**config.mk**
```make
export PLATFORM = sky130hd
export DESIGN_NAME = rumble_envelope_sequencer
export DESIGN_NICKNAME = d
export VERILOG_FILES = /design/src/rtl/core/res_pkg.sv /design/src/rtl/core/res_ram.sv /design/src/rtl/core/rumble_envelope_sequencer.sv
export SDC_FILE = /design/constraint.sdc
export NUM_CORES = 2
export LEC_CHECK = 0
export BUFFER_PORTS_ARGS = -buffer_cell sky130_fd_sc_hd__buf_2
export CAP_MARGIN = 10
export CORE_MARGIN = 1
export CORE_UTILIZATION = 40
export CTS_BUF_LIST = sky130_fd_sc_hd__clkbuf_4 sky130_fd_sc_hd__clkbuf_8
export DETAILED_ROUTE_END_ITERATION = 8
export PLACE_DENSITY = 0.52
export SETUP_SLACK_MARGIN = 0.2
export SYNTH_ARGS = -nofsm -noshare
export SYNTH_HDL_FRONTEND = slang
export SYNTH_SLANG_ARGS = --single-unit
```
**constraint.sdc**
```tcl
create_clock -name clk_i -period 12.7 [get_ports clk_i]
set_clock_uncertainty 0.2 [all_clocks]
set_input_delay 0.635 -clock clk_i [delete_from_list [all_inputs] [get_ports clk_i]]
set_output_delay 0.635 -clock clk_i [all_outputs]
set_load 0.02 [all_outputs]
```
**src/rtl/core/res_pkg.sv**
```systemverilog
`timescale 1ns / 1ps

package res_pkg;

  // Operation codes of an input request
  typedef enum logic [2:0] {
    OP_TICK  = 3'd0,
    OP_WRITE = 3'd1,
    OP_START = 3'd2,
    OP_PULSE = 3'd3,
    OP_CLEAR = 3'd4
  } op_e;

  // Channel state as reported in a result
  typedef enum logic [1:0] {
    MODE_OFF    = 2'd0,
    MODE_ON     = 2'd1,
    MODE_SW_OFF = 2'd2,
    MODE_SW_ON  = 2'd3
  } mode_e;

  // Sequencer states
  typedef enum logic [1:0] {
    ST_IDLE = 2'd0,
    ST_CHAN = 2'd1,
    ST_EXEC = 2'd2
  } state_e;

  // Configuration register indexes
  localparam logic [1:0] CFG_ENABLE_MASK  = 2'd0;
  localparam logic [1:0] CFG_SUPPRESS_ALL = 2'd1;
  localparam logic [1:0] CFG_TICK_MS      = 2'd2;

  localparam int unsigned CFG_IDX_W  = 2;
  localparam int unsigned CFG_DATA_W = 10;

  // Field widths
  localparam int unsigned DUR_W = 16;
  localparam int unsigned STR_W = 13;
  localparam int unsigned CNT_W = 5;
  localparam int unsigned REM_W = 17;
  localparam int unsigned LVL_W = 9;
  localparam int unsigned ENT_W = DUR_W + STR_W;

  // Q12 thresholds: full scale, high motor (0.8), switch on (0.05)
  localparam logic [STR_W-1:0] STR_FULL = 13'd4096;
  localparam logic [STR_W-1:0] STR_HIGH = 13'd3276;
  localparam logic [STR_W-1:0] STR_ON   = 13'd204;

  // Level scaling: 1275 * i, minus 1275 * 4096 / 5 above the high threshold
  localparam int unsigned PROD_W = 23;
  localparam logic [PROD_W-1:0] LEVEL_MUL   = 23'd1275;
  localparam logic [PROD_W-1:0] HIGH_OFFSET = 23'd1044480;
  localparam logic [PROD_W-1:0] LEVEL_MAX   = 23'd255;

  // Actuator bytes for an intensity: {high motor, level}
  function automatic logic [LVL_W-1:0] levels_for(logic [STR_W-1:0] s);
    logic [STR_W-1:0]  i;
    logic [PROD_W-1:0] prod;
    logic [PROD_W-1:0] lvl;
    logic              high;
    i    = (s > STR_FULL) ? STR_FULL : s;
    prod = PROD_W'(i) * LEVEL_MUL;
    high = (s > STR_HIGH);
    if (high) begin
      lvl = (prod - HIGH_OFFSET) >> 14;
    end else begin
      lvl = prod >> 14;
    end
    if (lvl > LEVEL_MAX) begin
      lvl = LEVEL_MAX;
    end
    return {high, lvl[7:0]};
  endfunction

endpackage

```
**src/rtl/core/res_ram.sv**
```systemverilog
`timescale 1ns / 1ps

module res_ram #(
  parameter int unsigned WIDTH = 8,
  parameter int unsigned DEPTH = 16
) (
  input  logic                                   clk_i,
  input  logic                                   we_i,
  input  logic [(DEPTH > 1 ? $clog2(DEPTH) : 1)-1:0] waddr_i,
  input  logic [WIDTH-1:0]                       wdata_i,
  input  logic                                   re_i,
  input  logic [(DEPTH > 1 ? $clog2(DEPTH) : 1)-1:0] raddr_i,
  output logic [WIDTH-1:0]                       rdata_o
);

  logic [WIDTH-1:0] mem_q [DEPTH];
  logic [WIDTH-1:0] rdata_q;

  // Write one entry, read one entry with registered data
  always_ff @(posedge clk_i) begin
    if (we_i) begin
      mem_q[waddr_i] <= wdata_i;
    end
    if (re_i) begin
      rdata_q <= mem_q[raddr_i];
    end
  end

  assign rdata_o = rdata_q;

endmodule

```
**src/rtl/core/rumble_envelope_sequencer.sv**
```systemverilog
`timescale 1ns / 1ps

// Channel   Direction  Handshake                  Payload
// in        input      in_valid_i / in_ready_o    operation_i .. accepted_i
// out       output     out_valid_o / out_ready_i  channel_o .. last_o
// cfg       input      cfg_valid_i / cfg_ready_o  cfg_index_i, cfg_data_i
//
// A non-tick request passes through the channel and execute states and loads one
// result. A tick passes through both states once per channel, one result per channel.
// Each channel step is a read of the channel-state RAM followed by a dependent
// read of the envelope RAM; after the last result loads the sequencer returns to
// idle and takes the next request there.
// Reset clears per-channel valid bits, so channel records read as zero at once;
// the envelope store holds nothing defined until written. A held output
// register stalls the sequencer in its execute state; cfg writes are always taken.
module rumble_envelope_sequencer
  import res_pkg::*;
#(
  parameter int unsigned ENVELOPE_DEPTH = 16,
  parameter int unsigned CHANNELS       = 2
) (
  input  logic                  clk_i,
  input  logic                  rst_ni,

  input  logic                  in_valid_i,
  output logic                  in_ready_o,
  input  logic [2:0]            operation_i,
  input  logic                  controller_i,
  input  logic [3:0]            entry_index_i,
  input  logic [DUR_W-1:0]      duration_ms_i,
  input  logic [STR_W-1:0]      strength_i,
  input  logic [CNT_W-1:0]      entry_count_i,
  input  logic [1:0]            pad_ready_i,
  input  logic [1:0]            accepted_i,

  output logic                  out_valid_o,
  input  logic                  out_ready_i,
  output logic                  channel_o,
  output logic                  send_o,
  output logic                  high_motor_o,
  output logic [7:0]            motor_level_o,
  output logic [1:0]            mode_o,
  output logic                  ignored_o,
  output logic                  last_o,

  input  logic                  cfg_valid_i,
  output logic                  cfg_ready_o,
  input  logic [CFG_IDX_W-1:0]  cfg_index_i,
  input  logic [CFG_DATA_W-1:0] cfg_data_i
);

  localparam int unsigned AW     = (ENVELOPE_DEPTH > 1) ? $clog2(ENVELOPE_DEPTH) : 1;
  localparam int unsigned CW     = (CHANNELS > 1) ? $clog2(CHANNELS) : 1;
  localparam int unsigned ENV_AW = CW + AW;

  typedef struct packed {
    mode_e              mode;
    logic [REM_W-1:0]   remaining;
    logic [STR_W-1:0]   strength;
    logic [CNT_W-1:0]   pending;
    logic [AW-1:0]      next_entry;
    logic               from_pulse;
    logic [DUR_W-1:0]   p_dur;
    logic [STR_W-1:0]   p_str;
    logic [LVL_W-1:0]   levels;
  } chan_rec_t;

  localparam int unsigned REC_W = $bits(chan_rec_t);

  // Configuration registers
  logic [1:0] enable_mask_q;
  logic       suppress_all_q;
  logic [9:0] tick_ms_q;

  // Sequencer control
  state_e        state_q, state_d;
  logic [CW-1:0] ch_q;
  logic [CHANNELS-1:0] valid_q, clr_q;

  // Latched request
  op_e              op_q;
  logic             ctrl_q;
  logic             ok_q;
  logic [AW-1:0]    idx_q;
  logic [DUR_W-1:0] dur_q;
  logic [STR_W-1:0] str_q;
  logic [CNT_W-1:0] cnt_q;
  logic [1:0]       pad_ready_q, accepted_q;

  // Output register
  logic             out_valid_q;
  logic             channel_q, send_q, high_q, ignored_q, last_q;
  logic [7:0]       level_q;
  logic [1:0]       mode_q;

  // Memory ports
  logic              ch_re, ch_we;
  logic [CW-1:0]     ch_raddr;
  logic [REC_W-1:0]  ch_rdata;
  logic              env_re, env_we;
  logic [ENV_AW-1:0] env_raddr, env_waddr;
  logic [ENT_W-1:0]  env_rdata;

  logic          in_fire, fire, last_ch, is_tick;
  logic [AW-1:0] idx_wrap;

  chan_rec_t        rec_eff, rec_new;
  logic [DUR_W-1:0] pend_dur;
  logic [STR_W-1:0] pend_str;
  logic             res_send, res_ign, rdy, ac, remaining_done;
  logic [DUR_W-1:0] p_dur_eff;
  logic [STR_W-1:0] p_str_eff;

  assign cfg_ready_o = 1'b1;
  assign in_fire     = in_valid_i && in_ready_o;
  assign is_tick     = (op_q == OP_TICK);
  assign last_ch     = !is_tick || (ch_q == CW'(CHANNELS - 1));

  // Wrap the entry index into the envelope depth
  always_comb begin
    idx_wrap = '0;
    for (int j = 0; j < 16; j++) begin
      if (entry_index_i == 4'(j)) begin
        idx_wrap = AW'(j % ENVELOPE_DEPTH);
      end
    end
  end

  // Next state
  always_comb begin
    state_d = state_q;
    unique case (state_q)
      ST_IDLE: begin
        if (in_valid_i) state_d = ST_CHAN;
      end
      ST_CHAN: state_d = ST_EXEC;
      ST_EXEC: begin
        if (fire) state_d = last_ch ? ST_IDLE : ST_CHAN;
      end
      default: state_d = ST_IDLE;
    endcase
  end

  // Handshake and memory read control
  always_comb begin
    in_ready_o = 1'b0;
    fire       = 1'b0;
    ch_re      = 1'b0;
    ch_raddr   = ch_q;
    env_re     = 1'b0;
    unique case (state_q)
      ST_IDLE: begin
        in_ready_o = 1'b1;
        ch_re      = in_valid_i;
        ch_raddr   = (op_e'(operation_i) == OP_TICK) ? '0 : CW'(controller_i);
      end
      ST_CHAN: begin
        env_re = 1'b1;
      end
      ST_EXEC: begin
        fire     = !out_valid_q || out_ready_i;
        ch_re    = fire && !last_ch;
        ch_raddr = ch_q + CW'(1);
      end
      default: begin
        in_ready_o = 1'b0;
      end
    endcase
  end

  // Effective channel record: unwritten reads as zero, cleared fields as zero
  always_comb begin
    rec_eff = valid_q[ch_q] ? chan_rec_t'(ch_rdata) : '0;
    if (clr_q[ch_q]) begin
      rec_eff.mode      = MODE_OFF;
      rec_eff.remaining = '0;
      rec_eff.strength  = '0;
    end
  end

  assign env_raddr = {ch_q, rec_eff.next_entry};
  assign pend_dur  = rec_eff.from_pulse ? rec_eff.p_dur : env_rdata[ENT_W-1:STR_W];
  assign pend_str  = rec_eff.from_pulse ? rec_eff.p_str : env_rdata[STR_W-1:0];
  assign rdy       = (32'(ch_q) < 2) && pad_ready_q[ch_q[0]];
  assign ac        = (32'(ch_q) < 2) && accepted_q[ch_q[0]];
  assign remaining_done = rec_eff.remaining[REM_W-1] || (rec_eff.remaining == '0);
  assign p_dur_eff = (!enable_mask_q[ctrl_q] || suppress_all_q) ? '0 : dur_q;
  assign p_str_eff = (!enable_mask_q[ctrl_q] || suppress_all_q) ? '0 : str_q;

  // Modify the channel record for the current request
  always_comb begin
    rec_new  = rec_eff;
    res_send = 1'b0;
    res_ign  = 1'b0;
    unique case (op_q)
      OP_TICK: begin
        if (remaining_done) begin
          if (rec_eff.pending != '0) begin
            rec_new.remaining  = {1'b0, pend_dur};
            rec_new.strength   = pend_str;
            rec_new.mode       = (pend_str > STR_ON) ? MODE_SW_ON : MODE_SW_OFF;
            rec_new.pending    = rec_eff.pending - CNT_W'(1);
            rec_new.next_entry = (rec_eff.next_entry == AW'(ENVELOPE_DEPTH - 1)) ?
                                 '0 : rec_eff.next_entry + AW'(1);
          end else if (rec_eff.mode == MODE_SW_ON || rec_eff.mode == MODE_ON) begin
            rec_new.mode = MODE_SW_OFF;
          end
        end else begin
          rec_new.remaining = rec_eff.remaining - {7'd0, tick_ms_q};
        end
        if (rec_new.mode == MODE_SW_OFF) begin
          rec_new.levels = '0;
          res_send       = rdy;
          if (rdy && ac) rec_new.mode = MODE_OFF;
        end else if (rec_new.mode == MODE_SW_ON) begin
          rec_new.levels = levels_for(rec_new.strength);
          res_send       = rdy;
          if (rdy && ac) rec_new.mode = MODE_ON;
        end
      end
      OP_START: begin
        rec_new.next_entry = idx_q;
        rec_new.pending    = cnt_q;
        rec_new.from_pulse = 1'b0;
        rec_new.remaining  = '0;
      end
      OP_PULSE: begin
        if ((rec_eff.mode == MODE_SW_ON || rec_eff.mode == MODE_ON) &&
            (rec_eff.strength > p_str_eff ||
             (rec_eff.pending != '0 && pend_str > p_str_eff))) begin
          res_ign = 1'b1;
        end else begin
          rec_new.p_dur      = p_dur_eff;
          rec_new.p_str      = p_str_eff;
          rec_new.from_pulse = 1'b1;
          rec_new.pending    = CNT_W'(1);
          rec_new.remaining  = '0;
        end
      end
      OP_CLEAR: begin
        rec_new.mode      = MODE_OFF;
        rec_new.remaining = '0;
        rec_new.strength  = '0;
      end
      default: begin
        rec_new = rec_eff;
      end
    endcase
  end

  assign ch_we     = fire && ok_q;
  assign env_we    = fire && ok_q && (op_q == OP_WRITE);
  assign env_waddr = {ch_q, idx_q};

  // Channel state memory
  res_ram #(
    .WIDTH (REC_W),
    .DEPTH (CHANNELS)
  ) u_chan_ram (
    .clk_i   (clk_i),
    .we_i    (ch_we),
    .waddr_i (ch_q),
    .wdata_i (REC_W'(rec_new)),
    .re_i    (ch_re),
    .raddr_i (ch_raddr),
    .rdata_o (ch_rdata)
  );

  // Envelope store, one region per channel
  res_ram #(
    .WIDTH (ENT_W),
    .DEPTH (2 ** ENV_AW)
  ) u_env_ram (
    .clk_i   (clk_i),
    .we_i    (env_we),
    .waddr_i (env_waddr),
    .wdata_i ({dur_q, str_q}),
    .re_i    (env_re),
    .raddr_i (env_raddr),
    .rdata_o (env_rdata)
  );

  // Control state, configuration and record flags
  always_ff @(posedge clk_i or negedge rst_ni) begin
    if (!rst_ni) begin
      state_q        <= ST_IDLE;
      ch_q           <= '0;
      valid_q        <= '0;
      clr_q          <= '0;
      enable_mask_q  <= 2'd3;
      suppress_all_q <= 1'b0;
      tick_ms_q      <= 10'd30;
      out_valid_q    <= 1'b0;
    end else begin
      state_q <= state_d;
      if (in_fire) begin
        ch_q <= (op_e'(operation_i) == OP_TICK) ? '0 : CW'(controller_i);
      end else if (fire && !last_ch) begin
        ch_q <= ch_q + CW'(1);
      end
      if (ch_we) begin
        valid_q[ch_q] <= 1'b1;
      end
      if (fire && op_q == OP_CLEAR) begin
        clr_q <= '1;
      end else if (ch_we) begin
        clr_q[ch_q] <= 1'b0;
      end
      if (cfg_valid_i && cfg_ready_o) begin
        unique case (cfg_index_i)
          CFG_ENABLE_MASK:  enable_mask_q  <= cfg_data_i[1:0];
          CFG_SUPPRESS_ALL: suppress_all_q <= cfg_data_i[0];
          CFG_TICK_MS:      tick_ms_q      <= cfg_data_i;
          default:          tick_ms_q      <= tick_ms_q;
        endcase
      end
      if (fire) begin
        out_valid_q <= 1'b1;
      end else if (out_ready_i) begin
        out_valid_q <= 1'b0;
      end
    end
  end

  // Hold the request payload
  always_ff @(posedge clk_i) begin
    if (in_fire) begin
      op_q        <= op_e'(operation_i);
      ctrl_q      <= controller_i;
      ok_q        <= (op_e'(operation_i) == OP_TICK) || (32'(controller_i) < CHANNELS);
      idx_q       <= idx_wrap;
      dur_q       <= duration_ms_i;
      str_q       <= strength_i;
      cnt_q       <= entry_count_i;
      pad_ready_q <= pad_ready_i;
      accepted_q  <= accepted_i;
    end
  end

  // Load the result
  always_ff @(posedge clk_i) begin
    if (fire) begin
      channel_q <= ch_q[0];
      send_q    <= res_send;
      ignored_q <= res_ign;
      last_q    <= last_ch;
      high_q    <= ok_q ? rec_new.levels[8] : 1'b0;
      level_q   <= ok_q ? rec_new.levels[7:0] : 8'd0;
      mode_q    <= ok_q ? rec_new.mode : MODE_OFF;
    end
  end

  assign out_valid_o   = out_valid_q;
  assign channel_o     = channel_q;
  assign send_o        = send_q;
  assign high_motor_o  = high_q;
  assign motor_level_o = level_q;
  assign mode_o        = mode_q;
  assign ignored_o     = ignored_q;
  assign last_o        = last_q;

  // Write-back never collides with the read of the next channel
  a_no_rw_collision : assert property (@(posedge clk_i) disable iff (!rst_ni)
    ch_we && ch_re |-> ch_q != ch_raddr)
    else $error("channel RAM read and write hit one entry");

  // Envelope write and read are never issued together
  a_env_port : assert property (@(posedge clk_i) disable iff (!rst_ni)
    env_we |-> !env_re)
    else $error("envelope RAM read during write");

  // An accepted request always starts with a channel read
  a_accept_reads : assert property (@(posedge clk_i) disable iff (!rst_ni)
    in_fire |-> ch_re ##1 state_q == ST_CHAN)
    else $error("request accepted without channel read");

  // A stalled result keeps the sequencer and its channel
  a_stall_hold : assert property (@(posedge clk_i) disable iff (!rst_ni)
    state_q == ST_EXEC && !fire |=> state_q == ST_EXEC && $stable(ch_q))
    else $error("sequencer moved while result stalled");

endmodule

```
==> impl_results.md <==
* Initial core utilization at 40.5%
* # IOs at 81
* Largest cells by area after synthesis: edfxtp_1 68%, nand2_1 4.2%, nand3_1 3.4%, o221ai_1 3.3%, ha_1 2.3%
* Global Route met3 Usage at under 10%
* RSZ-0062 raised after global routing: no
* Most Crowded Layer GR: met2
* CP Capture Type: flip-flop
* WP data required at between 10,000 and 15,000 ps
* Worst Path Max Fanout at 53
* Reg-to-Reg Start: ch_q$_DFFE_PN0P_
* Setup Buffers After CTS at 0
* Pre-CTS setup slack at 2060 ps
* Via density at between 5 and 6
* Post-route ant nets at 0
* Vias in the first global route at 34.7k
* Cts bufs inserted at roughly 210
* Core region area at roughly 0.14 mm2
* DRC errors left at 0
* DRT Wirelength at about 160 mm
* Status: complete, no violations
* Nets at between 4k and 5k
* Final setup violating endpoints at 0
* Most common cell after layout, fill and taps aside: edfxtp_1
* Yosys warning count at 0
* Fin crit period at slightly above 10,000 ps
* Layout cell share with drive strength beyond 1 at between 10% and 20%
* Dpl cell area at 0.0580 mm2
* Tot GR Track Use at between 20% and 30%
* CP Launch Type: flip-flop
* Drt first pass iters at 6
* Clock tree from TritonCTS: done
* GPL Wtd Cong at about 0.84
* Fin. max-slew vios at 0
* Die width at 373 um
* Crit path DAT at around 11,000 ps
* Pin count of the biggest net entering global routing at about 150
* Setup crit start: ch_q$_DFFE_PN0P_
* CTS Sinks at 1,279
* Fill count at 12.3k
* Synth Instances at between 4k and 5k
* Input/output buffers at around 80
* Clock-pin slew on the worst setup and hold paths at roughly 60 ps
* GRT met1 Usage at 30.6%
* Clk buf depth at 3
* Chip height at between 300 and 400 um
* Starting DRT DRC Count at about 3.4k
* Clk_lat worst skew at 940 ps
* Syn_area_per_cell at about 14 um2
* H-tree depth at 4
* Synth unique cells at 84
* Met2 Usage GRT at between 30% and 40%
* Post-synthesis sequential area ratio at 69.4%
* Synth Register Bits at between 1k and 1.5k
* Total global routing overflow at 0
* # rows at about 140
* Final instance area at 0.0629 mm2
* First-pass GRT wire length at 230 mm
* Final hold viol count at 0
* Synth top area share at about two thirds
* Wirelength per Cell at about 25 um
* Synthesis-to-layout area growth at 14.0%
* Crit Path Category: flip-flop to flip-flop
* FMAX at slightly below 100 MHz
* Worst slew margin at a little under a quarter
* Initial antenna violation count at 4
* Worst hold-check path type: input pin to asynchronous set/reset pin
* DR vias at approximately 35k
* FFs w/ async S/R, synth at under 10%
* Final period utilization at around four fifths
* Syn nets at roughly 4.2k
* Setup_tns at 0 ps
* Die area at 0.139 mm2
* Yosys top cell by area: edfxtp_1
* Mapped Area at 0.0552 mm2
* Worst setup margin at 2350 ps
* EDFF count, synth at about 1.3k
* Worst-margin pin slew at between 1000 and 1500 ps
* Post-DP HPWL at slightly below 90 mm
* CTS root buf: clkbuf_8
* # Max-Cap Violations at 0
* Prevailing post-synth register cell: edfxtp_1
* Most frequent cells in the layout: 1,258 x edfxtp_1, 617 x nand2_1, 375 x nand3_1
## metal layers
| metal | vias up | share of wire, % |
|---|---|---|
| li1 | 15900 | - |
| met5 | - | 0 |
| met1 | 18000 | 44 |
| met4 | 0 | 1.9 |
| met2 | 1125 | 48 |
| met3 | 231 | 5.9 |
## worst max-delay path: stages, from the launching register on
cell and delay, ps:
dfrtp_4 480, mux2_4 680, and2_1 1000, mux2_2 480, nor4_1 420, a21oi_1 140
o41ai_4 470, nor2b_1 510, inv_1 240, fa_1 450, inv_1 90, fa_1 420
fa_1 510, fa_1 490, inv_1 50, fa_1 470, inv_1 40, ha_1 400
a21oi_2 270, o21bai_1 140, and2_0 180, nor4b_2 510, nand3b_1 190, or4b_4 530
or3_1 330, a32oi_1 190, o21ai_1 130
## timing repair
action / 4_1_cts / 5_1_grt
endpoints found under the setup margin: 0 / 0
gates resized for setup: 0 / 0
hold buffers: 63 / 0
endpoints found under the hold margin: 83 / 0
## path summary, 6_finish.rpt
path                                              end  slack (ps)  depth (start not counted)
max                        motor_level_o[4]$_DFFE_PP_        2350                         26
min                                  ch_q$_DFFE_PN0P_         120                          2
max reg2reg                motor_level_o[4]$_DFFE_PP_        2350                         26
min reg2reg                  tick_ms_q[9]$_DFFE_PN0P_         310                          1
max in group asynchronous            ch_q$_DFFE_PN0P_       11670                          2
min in group clk_i                dur_q[11]$_DFFE_PP_         210                          2
## sequential cells by signal (all words and copies together) (netlist names), 3 cells and up
| signal | count |
|---|---|
| u_env_ram.mem_q | 928 |
| u_chan_ram.mem_q | 160 |
| u_chan_ram.rdata_o | 80 |
| u_env_ram.rdata_o | 29 |
| dur_q | 16 |
| str_q | 13 |
| tick_ms_q | 10 |
| motor_level_o | 8 |
| cnt_q | 5 |
| idx_q | 4 |
| op_q | 3 |
## synthesized netlist by cell type (68+ instances only)
library cell  count
inv_1           137
o21ai_0         109
mux2_2          100
nor2_1          122
nand2_1         621
a21oi_1          89
ha_1            103
nand3_1         375
a311oi_1         68
o221ai_1        207
edfxtp_1       1258
clkbuf_1        232
## per-stage QoR
step	cells	hold WS, ps	util, %
6_report	6190	118	46.2
5_1_grt	6189	114	46.2
4_1_cts	6187	83.0	46.2
3_5_place_dp	5722	302	42.6
3_3_place_gp	5722	292	42.6
2_1_floorplan	4022	139	-
## kinds of logic after synthesis
logic type                 Yosys count  share of synthesized area [%]
AOI/OAI and AO/OA                  747                           10.0
xor gates and xnor gates            20                          0.317
adders and majority gates          164                           4.55
buffers and inverters              401                           2.76
DFF                               1279                           69.4
muxes                              119                           2.40
other                                1                        0.00679
and+or+nand+nor                   1291                           10.5
## layout make-up
type,instances,area (um2),share of cell area [%]
flip-flops and latches,1279,38300,60.9
multi-input cells,2342,15700,24.9
well taps,1781,2230,3.54
diodes,2,5.00,0.00795
repair buffers,244,1820,2.90
clock inverters,89,606,0.962
inverters,140,543,0.863
clock buffers,313,3730,5.92
Power is not shown: default switching activity piles up to over one toggle a cycle in this logic, so the estimate is an artifact.
